File: src/hw/rtl/latched_serial_driver_sequencer_top_macros.svh
// ----------------------------------------------------------------------------
// Latched serial driver sequencer assertion macros
// Shared concurrent assertion forms, clocked on clk and disabled in reset.
// ----------------------------------------------------------------------------
`ifndef LATCHED_SERIAL_DRIVER_SEQUENCER_TOP_MACROS_SVH
`define LATCHED_SERIAL_DRIVER_SEQUENCER_TOP_MACROS_SVH

// same-cycle implication
`define LSDS_ASSERT_IMPL(lbl, ante, cons, msg) \
	lbl: assert property (@(posedge clk) disable iff (!arst_n) (ante) |-> (cons)) else $error(msg);

// next-cycle implication
`define LSDS_ASSERT_NEXT(lbl, ante, cons, msg) \
	lbl: assert property (@(posedge clk) disable iff (!arst_n) (ante) |=> (cons)) else $error(msg);

`endif

File: src/hw/rtl/lsds_pkg.sv
// ----------------------------------------------------------------------------
// Latched serial driver sequencer package
// Word types of both channels, operation codes and the fault reset table.
// ----------------------------------------------------------------------------
`timescale 1ns / 1ps
`default_nettype none

package lsds_pkg;

	// operation codes, equal to the command codes that start them
	typedef enum logic [1:0] {
		OP_IDLE  = 2'd0,
		OP_WRITE = 2'd1,
		OP_RESET = 2'd2,
		OP_READ  = 2'd3
	} op_t;

	// command word
	typedef struct packed {
		logic [1:0] command;
		logic [7:0] write_byte;
		logic       fault_in;
	} cmd_word_t;

	// result word
	typedef struct packed {
		logic        clock_out;
		logic        latch_out;
		logic        data_out;
		logic        enable_out;
		logic        busy_res;
		logic        rejected;
		logic        fault_valid;
		logic [15:0] fault_word;
	} res_word_t;

	// fault reset sequence: bit 0 clock, bit 1 latch, one entry per tick
	localparam int RESET_LEN   = 28;
	localparam int RESET_IDX_W = 5;

	localparam logic [1:0] RESET_SEQ [RESET_LEN] = '{
		2'd2, 2'd0, 2'd1, 2'd0, 2'd2, 2'd0,
		2'd1, 2'd0, 2'd1, 2'd0, 2'd2, 2'd0,
		2'd1, 2'd0, 2'd1, 2'd0, 2'd1, 2'd0, 2'd1, 2'd0, 2'd2, 2'd0,
		2'd1, 2'd0, 2'd1, 2'd0, 2'd1, 2'd0
	};

endpackage

`default_nettype wire

File: src/hw/rtl/latched_serial_driver_sequencer_top.sv
// ----------------------------------------------------------------------------
// Latched serial driver sequencer
// Data path: an accepted word waits in the input register, then steps into
// the result register when it is free. Throughput: one word per cycle unless
// res_stall holds the result register; sequencer state updates in one pass.
// Reset: all sequencer state, pin levels and the enable register clear at
// once on arst_n; no clearing pass.
// ----------------------------------------------------------------------------
`timescale 1ns / 1ps
`default_nettype none
`include "latched_serial_driver_sequencer_top_macros.svh"

module latched_serial_driver_sequencer_top
	import lsds_pkg::*;
#(
	parameter int OUT_BITS   = 8,
	parameter int FAULT_BITS = 16
) (
	input  logic      clk,
	input  logic      arst_n,
	input  logic      cmd_valid,
	output logic      cmd_stall,
	input  cmd_word_t cmd_word,
	output logic      res_valid,
	input  logic      res_stall,
	output res_word_t res_word,
	input  logic      cfg_valid,
	output logic      cfg_ready,
	input  logic      cfg_data
);

	cmd_word_t cmd_s1;
	logic      vld_s1;
	res_word_t res_q;
	logic      res_vld_q;
	logic      enable_q;
	logic      advance;
	res_word_t seq_res;

	// a word moves on when the result register is free or being emptied
	assign advance   = vld_s1 && (!res_vld_q || !res_stall);
	assign cmd_stall = vld_s1 && res_vld_q && res_stall;
	assign cfg_ready = 1'b1;

	// enable register
	always_ff @(posedge clk or negedge arst_n) begin
		if (!arst_n) begin
			enable_q <= 1'b0;
		end else if (cfg_valid && cfg_ready) begin
			enable_q <= cfg_data;
		end
	end

	// input register
	always_ff @(posedge clk or negedge arst_n) begin
		if (!arst_n) begin
			vld_s1 <= 1'b0;
		end else if (cmd_valid && !cmd_stall) begin
			vld_s1 <= 1'b1;
		end else if (advance) begin
			vld_s1 <= 1'b0;
		end
	end

	always_ff @(posedge clk) begin
		if (cmd_valid && !cmd_stall) begin
			cmd_s1 <= cmd_word;
		end
	end

	// sequencer
	lsds_seq #(
		.OUT_BITS   (OUT_BITS),
		.FAULT_BITS (FAULT_BITS)
	) u_seq (
		.clk    (clk),
		.arst_n (arst_n),
		.fire   (advance),
		.cmd    (cmd_s1),
		.enable (enable_q),
		.res    (seq_res)
	);

	// result register
	always_ff @(posedge clk or negedge arst_n) begin
		if (!arst_n) begin
			res_vld_q <= 1'b0;
		end else begin
			res_vld_q <= advance || (res_vld_q && res_stall);
		end
	end

	always_ff @(posedge clk) begin
		if (advance) begin
			res_q <= seq_res;
		end
	end

	assign res_valid = res_vld_q;
	assign res_word  = res_q;

	// checks
	`LSDS_ASSERT_NEXT(a_s1_hold, vld_s1 && !advance, vld_s1 && $stable(cmd_s1), "word lost")
	`LSDS_ASSERT_IMPL(a_fault_busy, res_vld_q && res_q.fault_valid, res_q.busy_res, "fault idle")
	`LSDS_ASSERT_IMPL(a_rej_busy, res_vld_q && res_q.rejected, res_q.busy_res, "reject idle")
	`LSDS_ASSERT_IMPL(a_word_zero, res_vld_q && !res_q.fault_valid, res_q.fault_word == 16'd0,
		"stray word")

endmodule

`default_nettype wire

File: src/hw/rtl/lsds_seq.sv
// ----------------------------------------------------------------------------
// Latched serial driver sequencer core
// Holds the running operation, step count, shift and fault registers and the
// pin levels; works out one tick of pin levels per fired command word.
// ----------------------------------------------------------------------------
`timescale 1ns / 1ps
`default_nettype none

module lsds_seq
	import lsds_pkg::*;
#(
	parameter int OUT_BITS   = 8,
	parameter int FAULT_BITS = 16
) (
	input  logic      clk,
	input  logic      arst_n,
	input  logic      fire,
	input  cmd_word_t cmd,
	input  logic      enable,
	output res_word_t res
);

	localparam int WRITE_LEN = 2 * OUT_BITS + 2;
	localparam int READ_LEN  = 2 * FAULT_BITS + 6;
	localparam int MAX_LEN   = (WRITE_LEN > READ_LEN) ?
		((WRITE_LEN > RESET_LEN) ? WRITE_LEN : RESET_LEN) :
		((READ_LEN > RESET_LEN) ? READ_LEN : RESET_LEN);
	localparam int STEP_W    = $clog2(MAX_LEN + 1);

	op_t                   op_q, op_d;
	logic [STEP_W-1:0]     step_q, step_d;
	logic [OUT_BITS-1:0]   shift_q, shift_d;
	logic [FAULT_BITS-1:0] acc_q, acc_d;
	logic                  clk_q, lat_q, dout_q;
	logic                  clk_d, lat_d, dout_d;

	// state registers, advanced once per tick
	always_ff @(posedge clk or negedge arst_n) begin
		if (!arst_n) begin
			op_q   <= OP_IDLE;
			step_q <= '0;
			shift_q <= '0;
			acc_q  <= '0;
			clk_q  <= 1'b0;
			lat_q  <= 1'b0;
			dout_q <= 1'b0;
		end else if (fire) begin
			op_q   <= op_d;
			step_q <= step_d;
			shift_q <= shift_d;
			acc_q  <= acc_d;
			clk_q  <= clk_d;
			lat_q  <= lat_d;
			dout_q <= dout_d;
		end
	end

	// one tick: start or reject, pin levels for the step, end of sequence
	always_comb begin
		logic                  start;
		op_t                   op_cur;
		logic [STEP_W-1:0]     s;
		logic [STEP_W-1:0]     s_next;
		logic [STEP_W-1:0]     len;
		logic [RESET_IDX_W-1:0] ridx;
		logic [1:0]            rent;

		start  = (op_q == OP_IDLE) && (cmd.command != 2'd0);
		op_cur = start ? op_t'(cmd.command) : op_q;
		s      = start ? '0 : step_q;
		s_next = s + STEP_W'(1);

		shift_d = (start && op_t'(cmd.command) == OP_WRITE) ?
			OUT_BITS'(cmd.write_byte) : shift_q;
		acc_d   = (start && op_t'(cmd.command) == OP_READ) ? '0 : acc_q;
		clk_d   = clk_q;
		lat_d   = lat_q;
		dout_d  = dout_q;
		op_d    = op_cur;
		step_d  = step_q;

		ridx = (s < STEP_W'(RESET_LEN)) ? s[RESET_IDX_W-1:0] :
			RESET_IDX_W'(RESET_LEN - 1);
		rent = RESET_SEQ[ridx];

		unique case (op_cur)
			OP_WRITE: len = STEP_W'(WRITE_LEN);
			OP_RESET: len = STEP_W'(RESET_LEN);
			default:  len = STEP_W'(READ_LEN);
		endcase

		res             = '0;
		res.enable_out  = enable;
		res.rejected    = (op_q != OP_IDLE) && (cmd.command != 2'd0);
		res.busy_res    = (op_cur != OP_IDLE);

		unique case (op_cur)
			OP_WRITE: begin
				// latch high with clock, then bit pairs MSB first
				if (s == '0) begin
					lat_d = 1'b1;
					clk_d = 1'b1;
				end else if (s[0] && s <= STEP_W'(2 * OUT_BITS - 1)) begin
					lat_d   = 1'b0;
					clk_d   = 1'b0;
					dout_d  = shift_d[OUT_BITS-1];
					shift_d = shift_d << 1;
				end else if (!s[0] && s <= STEP_W'(2 * OUT_BITS)) begin
					clk_d = 1'b1;
				end
			end
			OP_RESET: begin
				clk_d = rent[0];
				lat_d = rent[1];
			end
			OP_READ: begin
				// latch pulse, then clock pairs with a sample on each rise but the first
				if (s == STEP_W'(0)) begin
					clk_d = 1'b0;
				end else if (s == STEP_W'(1)) begin
					dout_d = 1'b0;
				end else if (s == STEP_W'(2)) begin
					lat_d = 1'b1;
				end else if (s == STEP_W'(3)) begin
					lat_d = 1'b0;
				end else if (s == STEP_W'(4)) begin
					lat_d = 1'b1;
				end else if (s <= STEP_W'(4 + 2 * FAULT_BITS)) begin
					clk_d = s[0];
				end
				if (s >= STEP_W'(7) && s[0] && s <= STEP_W'(2 * FAULT_BITS + 3)) begin
					acc_d = {acc_d[FAULT_BITS-2:0], cmd.fault_in};
				end
			end
			default: begin
			end
		endcase

		res.clock_out = clk_d;
		res.latch_out = lat_d;
		res.data_out  = dout_d;

		// end of sequence
		if (op_cur != OP_IDLE) begin
			step_d = s_next;
			if (s_next >= len) begin
				if (op_cur == OP_READ) begin
					res.fault_valid = 1'b1;
					res.fault_word  = 16'(acc_d);
				end else begin
					lat_d = 1'b1;
				end
				op_d   = OP_IDLE;
				step_d = '0;
			end
		end
	end

endmodule

`default_nettype wire
File: config.mk
export PLATFORM = sky130hd
export DESIGN_NAME = latched_serial_driver_sequencer_top
export DESIGN_NICKNAME = d
export VERILOG_FILES = /design/src/hw/rtl/lsds_pkg.sv /design/src/hw/rtl/latched_serial_driver_sequencer_top.sv /design/src/hw/rtl/lsds_seq.sv
export VERILOG_INCLUDE_DIRS = /design/src /design/src/hw/rtl
export SDC_FILE = /design/constraint.sdc
export NUM_CORES = 1
export LEC_CHECK = 0
export BUFFER_PORTS_ARGS = -buffer_cell sky130_fd_sc_hd__buf_2
export CAP_MARGIN = 20
export CORE_UTILIZATION = 35
export DETAILED_ROUTE_END_ITERATION = 8
export SETUP_SLACK_MARGIN = 0.05
export SLEW_MARGIN = 30
export SYNTH_ARGS = -nofsm -noshare
export SYNTH_HDL_FRONTEND = slang
export SYNTH_HIERARCHICAL = 1
export SYNTH_SLANG_ARGS = --single-unit
File: constraint.sdc
create_clock -name clk -period 4.6 [get_ports clk]
set_input_delay 0.23 -clock clk [delete_from_list [all_inputs] [get_ports clk]]
set_output_delay 0.23 -clock clk [all_outputs]
set_load 0.02 [all_outputs]
==> impl_metrics.toml, run 1 <==
[power_and_ir_drop]
seqPwrFrac = 0.374
powerDensity_nw_per_um2 = 580
power.switching_mw = 0.921
clkPwrFrac = 0.257
peakVddDrop_mv = 0.260
power_frac_comb = 0.369
switching_share = 0.375
p_int_mw = 1.53
p_leak_nw = 1.88

[logic_synthesis]
yosys-top-cells-count = "38 x dfrtp_1, 34 x edfxtp_1, 34 x nor2_1"
synthDominantCellAreaShare = 0.279
synthArstFlopShare = 0.528
seq_area_frac_synth = 0.538
synth_edf_count = 34
yosys_warnings = 6
syn_inst = 313
synth_area_leaders = "edfxtp_1 28%, dfrtp_1 26%, mux2i_1 8.2%"
synth_ff_type = "dfrtp_1"
yosysMostFrequentCell = "dfrtp_1"
synth-seq-cells = 72
syn-num-nets = 339
syn_area_per_cell_sq_um = 11.7
synth_top_cell_by_area = "edfxtp_1"
ys_types = 59
netlist_area_sq_um = 3660

[timing]
finalClockSkew_ns = 0.00924
final_max_slew_viol_count = 0
setup_viol = 0
period_needed_ns = 3.36
timing.setup.tns_ns = 0
maxSlewHeadroom = 0.553
worst_slew_pin_slew_ns = 0.668
clock.fmax_ghz = 0.297
rsz0062_at_grt = "no"
finalHoldViolations = 0
timing.final.crit_share = 0.731

[critical_path]
critPathMaxStageDelay_ns = 0.60
critical_path.cell_chain = "or2_1 -> nor2_1 -> nor2_1 -> ha_1 -> and3_1 -> o2111ai_1 -> nand3_1 -> nand4_1 -> nor2_1"
cpMostUsedCell = "nor2_1"
critical_path.max_fanout = 15
cp_data_required_time_ns = 4.79
cp-end-kind = "register"
critPathKind = "reg2reg"
slowest_stage = "nand4_1"
arrival_ns = 3.55
cp_top_family = "simple AND/OR/NAND/NOR gates"
worst_setup_path_start_kind = "register"
worst-path-buf-inv = 0

[clock_tree]
clock-sinks = 72
clock-root-buffer = "clkbuf_8"
cts_max_path_buffers = 2
clock_latency_ns = 0.36
path_clk_slew_ns = 0.09
htree_levels = 3
cts_buffers = 9
cts_tree = "done"
cts.repair.resized = 0
cts_setup_buffers = 0

[placement]
gp_congestion = 0.837
io_buffers = 41
hpwl_microns = 5060
placed_area_sq_um = 3970

[grt]
grt_pass1_vias = 2491
antenna_found_initial = 0
track_usage = 0.142
gr-total-overflow = 0
grt_pass1_wl_microns = 12300
grt_max_degree = 39

[die]
fp.dieW_microns = 104
start_util = 0.368
ioPinCount = 43
die_y_microns = 104
dieArea_sq_um = 10900
core_sq_um = 9950
placement_rows = 36

[outcome]
outcome = "complete, no violations"

[layout]
fill_cells = 940
multi_input_area_sq_um = 1550
ff_latch_area_sq_um = 1970
diodes = 0
nets = 375
fin_area_sq_um = 4230
post-route-util = 0.425
drive_above_1_share = 0.232
area.growth.synth_to_final_pct = 15.5

[detailed_routing]
antenna_left = 0
first_iter_violations = 196
firstDrtPassIters = 4
viasPerCell = 5.28
drc_errors = 0
avgRoutedWirePerCell_microns = 15.1
vias = 2571
drt-total-wl_microns = 7340

[worst_hold_path]
hold_path.class = "in2reg"

[flow_run]
drv_cap = 0
## routing by layer
| metal | wire length, microns | up-vias | GRT usage |
|---|---|---|---|
| li1 | - | 1222 | - |
| met1 | 3500 | 1270 | 0.185 |
| met2 | 3460 | 69 | 0.228 |
| met3 | 302 | 10 | 0.0407 |
| met4 | 78 | 0 | 0.0459 |
| met5 | 0 | - | 0 |
## worst paths after layout
| path | to | cells after the start | start | slack, ns |
|---|---|---|---|---|
| worst max-delay path | res_word[1] | 9 | u_seq/op_q[1] | 1.24 |
| max in group asynchronous | u_seq/shift_q[4] | 2 | arst_n | 3.84 |
| worst min register to register | res_word[19] | 0 | enable_q | 0.47 |
| worst min-delay path | cmd_s1[6] | 1 | cmd_word[6] | 0.05 |
| min in group asynchronous | u_seq/step_q[4] | 2 | arst_n | 0.38 |
| worst max register to register | res_word[1] | 9 | u_seq/op_q[1] | 1.24 |
## layout make-up
class / count / area share
timing repair buffer: 44 / 0.0550
clock inverter: 7 / 0.0302
clock buffer: 9 / 0.0293
multi-input combinational: 205 / 0.365
sequential: 72 / 0.466
tap: 133 / 0.0393
inverter: 17 / 0.0151
## sequential cells by signal, summed over array words and instances, names as in the netlist
| register | cells |
|---|---|
| enable_q | 1 |
| u_seq/lat_q | 1 |
| cmd_s1 | 11 |
| u_seq/clk_q | 1 |
| u_seq/shift_q | 8 |
| vld_s1 | 1 |
| res_word | 23 |
| u_seq/op_q | 2 |
| res_valid | 1 |
| u_seq/step_q | 6 |
| u_seq/dout_q | 1 |
| u_seq/acc_q | 16 |
## worst reg2reg max path: stages (launching register included)
cell	delay, ns
dfrtp_1	0.45
or2_1	0.31
nor2_1	0.43
nor2_1	0.15
ha_1	0.33
and3_1	0.17
o2111ai_1	0.12
nand3_1	0.32
nand4_1	0.60
nor2_1	0.31
## what timing repair did
item,in CTS,in global routing
hold endpoints to repair,0,38
setup endpoints to repair,0,0
hold buffers,0,1
## layout by cell type, fill, tap and decap left out, drive strengths merged, types with 2 or more instances in the layout
cell type / n
mux2: 7
clkinv: 2
nand2: 15
o41ai: 2
a31o: 2
a21o: 4
edfxtp: 34
nor3: 7
clkbuf: 9
a22o: 18
bufinv: 3
nand3: 7
nand4: 2
xnor2: 3
a2bb2oi: 2
dfrtp: 38
o32ai: 2
nor2: 36
ha: 9
a31oi: 2
o31ai: 2
nor3b: 2
buf: 43
o21ai: 6
and3: 3
nand2b: 2
nor4b: 3
mux2i: 30
o2111ai: 3
and2: 3
a2111oi: 2
xor2: 3
or2: 2
inv: 19
a21oi: 9
nand3b: 2
## through the flow
stage | cells | total power [mW] | hold WS, ns | setup WS [ns]
6_report | 487 | 2.45 | 0.0457 | 1.24
5_1_grt | 487 | 2.60 | 0.0279 | 0.881
4_1_cts | 486 | 2.46 | 0.0250 | 1.22
3_3_place_gp | 470 | 1.81 | 0.407 | 1.41
2_1_floorplan | 313 | 1.64 | -0.0656 | 1.11
3_5_place_dp | 470 | 1.83 | 0.408 | 1.25
## cells by family after synthesis
group,Yosys count,synth area share
xor gates and xnor gates,6,0.0143
buffers and inverters,36,0.0444
and+or+nand+nor,88,0.123
other,1,0.00102
muxes,37,0.103
adders and majority gates,9,0.0307
DFF,72,0.538
AOI/OAI and AO/OA,64,0.144
## power groups by stage
stage               clock (mW)  combinational, mW  sequential [mW]
floorplan                    0              0.727            0.908
global route             0.665              0.999            0.933
CTS                      0.641              0.905            0.917
global placement             0              0.883            0.925
detailed placement           0              0.900            0.931
finish                   0.630              0.906            0.918
(Power assumes the default switching activity.)
==> run 2: changes to the inputs <==
Clock period 4.6 ns to 3.25 ns, I/O delays scaled along.
==> impl_metrics.toml, run 2 (same netlist as run 1, synthesis figures left out) <==
[critical_path]
critPathKind = "reg2reg"
cpMostUsedCell = "nor2_1"
reg2reg_depth = 10
worst-path-buf-inv = 1
critPathMaxStageDelay_ns = 0.45
r2r_start = "u_seq/op_q[1]"
arrival_ns = 2.92
r2r_setup_slack_ns = 0.42
worst_setup_path_start_kind = "register"
r2r_end = "res_word[10]"
slowest_stage = "dfrtp_1"
cp_top_family = "simple AND/OR/NAND/NOR gates"
cp-end-kind = "register"
critical_path.max_fanout = 15
cp_data_required_time_ns = 3.34
critical_path.cell_chain = "or2_1 -> nor2_2 -> nor2_1 -> ha_1 -> and3_1 -> o2111ai_1 -> nand3_1 -> nand4_1 -> buf_4 -> nor2_1"

[outcome]
outcome = "complete, no violations"

[placement]
dp_slack_ns = 0.282
hpwl_microns = 4920
placed_area_sq_um = 4020
io_buffers = 41
gp_congestion = 0.849

[flow_run]
drv_cap = 0

[layout]
area.growth.synth_to_final_pct = 18.4
nets = 393
mostFrequentLayoutCells = "40 x buf_2, 38 x dfrtp_1, 34 x edfxtp_1"
diodes = 0
fin_area_sq_um = 4340
fill_cells = 961
drive_above_1_share = 0.239
largest_reg_flops = 23
layout_commonest_cell = "buf_2"

[die]
core_sq_um = 9950
die_y_microns = 104
ioPinCount = 43
placement_rows = 36
fp.dieW_microns = 104
dieArea_sq_um = 10900
start_util = 0.368

[timing]
final_max_slew_viol_count = 0
clock.fmax_ghz = 0.353
timing.final.crit_share = 0.871
timing.setup.tns_ns = 0
finalClockSkew_ns = 0.0100
finalHoldViolations = 0
worst_slew_pin_slew_ns = 0.601
setup_ws_ns = 0.419
setup_viol = 0
period_needed_ns = 2.83
rsz0062_at_grt = "no"
maxSlewHeadroom = 0.599

[grt]
antenna_found_initial = 0
gr-max-usage-layer = "met2"
grt_pass1_wl_microns = 12200
gr-total-overflow = 0
track_usage = 0.139
grt_use_met1 = 0.187
gr-usage-met2 = 0.225
use_met3 = 0.0301
grt_pass1_vias = 2485
grt_max_degree = 39

[detailed_routing]
drt-total-wl_microns = 7260
viasPerCell = 5.13
vias = 2590
avgRoutedWirePerCell_microns = 14.4
antenna_left = 0
first_iter_violations = 188
drc_errors = 0
firstDrtPassIters = 4

[worst_hold_path]
worstHoldStart = "cmd_valid"
hold_end = "vld_s1"
hold_path.class = "in2reg"
hold_depth = 2

[power_and_ir_drop]
seqPwrFrac = 0.377
switching_share = 0.389
p_leak_nw = 1.93
power.switching_mw = 1.28
clkPwrFrac = 0.202
peakVddDrop_mv = 0.313
power_frac_comb = 0.420
powerDensity_nw_per_um2 = 761
p_int_mw = 2.02

[clock_tree]
cts_max_path_buffers = 2
clock_latency_ns = 0.33
path_clk_slew_ns = 0.08
cts_tree = "done"
cts_buffers = 9
clock-root-buffer = "clkbuf_8"
clock-sinks = 72
htree_levels = 3
## run 2: worst max-delay path by stage
stage          slack [ns]  cells after the start           from              to
2_1_floorplan        0.37                      6      res_valid  u_seq/acc_q[0]
3_3_place_gp         0.40                     10  u_seq/op_q[1]     res_word[1]
3_5_place_dp         0.28                     10  u_seq/op_q[1]    res_word[10]
4_1_cts              0.26                     10  u_seq/op_q[1]    res_word[10]
5_1_grt              0.19                     10      cmd_s1[9]     res_word[2]
6_report             0.42                     10  u_seq/op_q[1]    res_word[10]
## run 2: layout make-up
type / instances / area (sq um) / share of cell area
Clock inverter: 6 / 41.3 / 0.00952
Timing Repair Buffer: 62 / 395 / 0.0912
Tap cell: 133 / 166 / 0.0384
Multi-Input combinational cell: 205 / 1550 / 0.357
Inverter: 17 / 63.8 / 0.0147
Clock buffer: 10 / 149 / 0.0343
Sequential cell: 72 / 1970 / 0.455
## run 2: repair_timing
action                     4_1_cts  5_1_grt
hold endpoints to repair        49        0
buffers inserted                 0        0
setup endpoints to repair        0        7
hold buffers                    12        0
resized for setup                0        1
## run 2: metal layers
metal  up-vias  share of wire
met2        66           0.47
met3         4          0.045
met1      1252           0.48
li1       1268              -
met5         -              0
met4         0         0.0052
## run 2: power groups by stage
stage | Combinational (mW) | Sequential [mW] | Clock (mW)
floorplan | 1.03 | 1.28 | 0
detailed placement | 1.36 | 1.26 | 0
global route | 1.53 | 1.26 | 0.729
finish | 1.39 | 1.25 | 0.668
global placement | 1.34 | 1.26 | 0
CTS | 1.38 | 1.25 | 0.693
## run 2: worst reg2reg max path: stages, from the launching register on
cell	delay (ns)
dfrtp_1	0.45
or2_1	0.32
nor2_2	0.30
nor2_1	0.12
ha_1	0.32
and3_1	0.18
o2111ai_1	0.10
nand3_1	0.30
nand4_1	0.20
buf_4	0.22
nor2_1	0.08
## run 2: metrics by stage
step	power (mW)	instances	hold slack [ns]	util
global route	3.52	505	0.00718	0.436
finish	3.30	505	0.0252	0.436
floorplan	2.31	313	-0.133	-
detailed placement	2.63	477	0.341	0.404
global placement	2.60	477	0.340	0.404
CTS	3.32	505	0.00713	0.435
==> run 3: changes to the inputs <==
Settings changed: GPL_TIMING_DRIVEN set to 0.
==> impl_metrics.toml, run 3 (same netlist as run 1, synthesis figures left out) <==
[outcome]
outcome = "complete, no violations"

[timing]
final_max_slew_viol_count = 0
setup_viol = 0
timing.final.crit_share = 0.900
clock.fmax_ghz = 0.342
finalClockSkew_ns = 0.00909
rsz0062_at_grt = "no"
finalHoldViolations = 0
period_needed_ns = 2.93
worst_slew_pin_slew_ns = 0.567
maxSlewHeadroom = 0.622
setup_ws_ns = 0.324

[power_and_ir_drop]
powerDensity_nw_per_um2 = 765
switching_share = 0.385
seqPwrFrac = 0.368
p_leak_nw = 1.98
power_frac_comb = 0.423
clkPwrFrac = 0.209
power.switching_mw = 1.29
peakVddDrop_mv = 0.386
p_int_mw = 2.07

[critical_path]
critical_path.max_fanout = 10
crit_start = "cmd_s1[9]"
worst-path-buf-inv = 2
arrival_ns = 3.03
worst_setup_path_start_kind = "register"
cp-end-kind = "register"
critPathKind = "reg2reg"
cp_data_required_time_ns = 3.35
slowest_stage = "edfxtp_1"
r2r_setup_slack_ns = 0.32
cpMostUsedCell = "ha_1"
r2r_start = "cmd_s1[9]"
cp_top_family = "adder cells"
reg2reg_depth = 10
critical_path.cell_chain = "a21oi_1 -> inv_1 -> ha_1 -> ha_1 -> nor2b_1 -> o21ai_0 -> nand3_2 -> nand4_1 -> buf_2 -> nor2_1"
r2r_end = "res_word[12]"
critPathMaxStageDelay_ns = 0.49

[layout]
final_cells = 517
fill_cells = 943
area.growth.synth_to_final_pct = 19.9
layout_commonest_cell = "buf_2"
mostFrequentLayoutCells = "50 x buf_2, 38 x dfrtp_1, 34 x edfxtp_1"
diodes = 0
nets = 405
drive_above_1_share = 0.255
largest_reg_flops = 23

[die]
start_util = 0.368
ioPinCount = 43
fp.dieW_microns = 104
dieArea_sq_um = 10900
die_y_microns = 104
placement_rows = 36
core_sq_um = 9950

[detailed_routing]
drc_errors = 0
first_iter_violations = 132
vias = 2632
antenna_left = 0
viasPerCell = 5.09
firstDrtPassIters = 4
avgRoutedWirePerCell_microns = 14.5
drt-total-wl_microns = 7500

[worst_hold_path]
worstHoldStart = "cmd_valid"
hold_end = "vld_s1"
hold_depth = 2
hold_path.class = "in2reg"

[grt]
antenna_found_initial = 0
track_usage = 0.145
grt_max_degree = 39
gr-total-overflow = 0
grt_pass1_vias = 2535
grt_pass1_wl_microns = 12500

[clock_tree]
clock_latency_ns = 0.35
cts_tree = "done"
htree_levels = 3
clock-sinks = 72
clock-root-buffer = "clkbuf_8"
cts_buffers = 9
path_clk_slew_ns = 0.08
cts_max_path_buffers = 2

[placement]
io_buffers = 41
dp_slack_ns = -0.0658
placedCellCount = 488
gp_congestion = 0.847
hpwl_microns = 5240

[flow_run]
drv_cap = 0
==> run 3: changes by cell type in the layout (fill, tap and decap cells not counted), moves of 2 or more <==
cell	before	now
buf_2	40	50
buf_4	10	6
clkbuf_1	0	4
clkinv_2	1	3
==> run 3: routing by layer <==
layer	global-route usage	wire length [microns]	up-vias
li1	-	-	1283
met1	0.192	3580	1280
met2	0.227	3570	58
met3	0.0338	246	11
met4	0.0571	102	0
met5	0	0	-
==> run 3: area by class of cell <==
class	instances	area, sq um	area share
plain buffers	19	100	0.0228
clock buffers	9	124	0.0282
clock inverters	7	70.1	0.0159
inverters	17	63.8	0.0145
multi-input cells	205	1550	0.352
flip-flops and latches	72	1970	0.449
well taps	133	166	0.0379
repair buffers	55	350	0.0797
==> run 3: worst max-delay path by stage <==
stage                            to  slack (ns)  cells after the start
floorplan            u_seq/acc_q[0]        0.37                      6
global placement    u_seq/acc_q[15]       -0.32                      6
detailed placement      res_word[9]       -0.07                     10
CTS                    res_word[12]        0.10                     12
global route           res_word[11]        0.11                     11
finish                 res_word[12]        0.32                     10
==> run 3: power groups by stage <==
stage / logic [mW] / registers, mW / clock network (mW)
after floorplan: 1.03 / 1.28 / 0
after global placement: 1.36 / 1.25 / 0
after detailed placement: 1.40 / 1.26 / 0
after CTS: 1.42 / 1.24 / 0.723
after global routing: 1.58 / 1.26 / 0.759
final: 1.42 / 1.24 / 0.701
==> run 3: timing repair <==
action | CTS | global route
endpoints found under the hold margin | 49 | 0
hold buffers | 12 | 0
endpoints found under the setup margin | 10 | 16
buffers inserted | 1 | 0
gates cloned | 0 | 0
gates resized for setup | 1 | 3
pin swaps | 1 | 0
==> run 3: stage by stage <==
step | hold slack [ns] | total power [mW] | utilization | instance area, sq um | setup TNS (ns)
after floorplan | -0.133 | 2.31 | - | 3660 | 0
after global placement | 0.340 | 2.61 | 0.405 | 4040 | -5.42
after detailed placement | 0.341 | 2.65 | 0.408 | 4060 | -0.582
after CTS | 0.00334 | 3.38 | 0.441 | 4390 | 0
after global routing | 0.0241 | 3.60 | 0.441 | 4390 | 0
final | 0.0168 | 3.36 | 0.441 | 4390 | 0
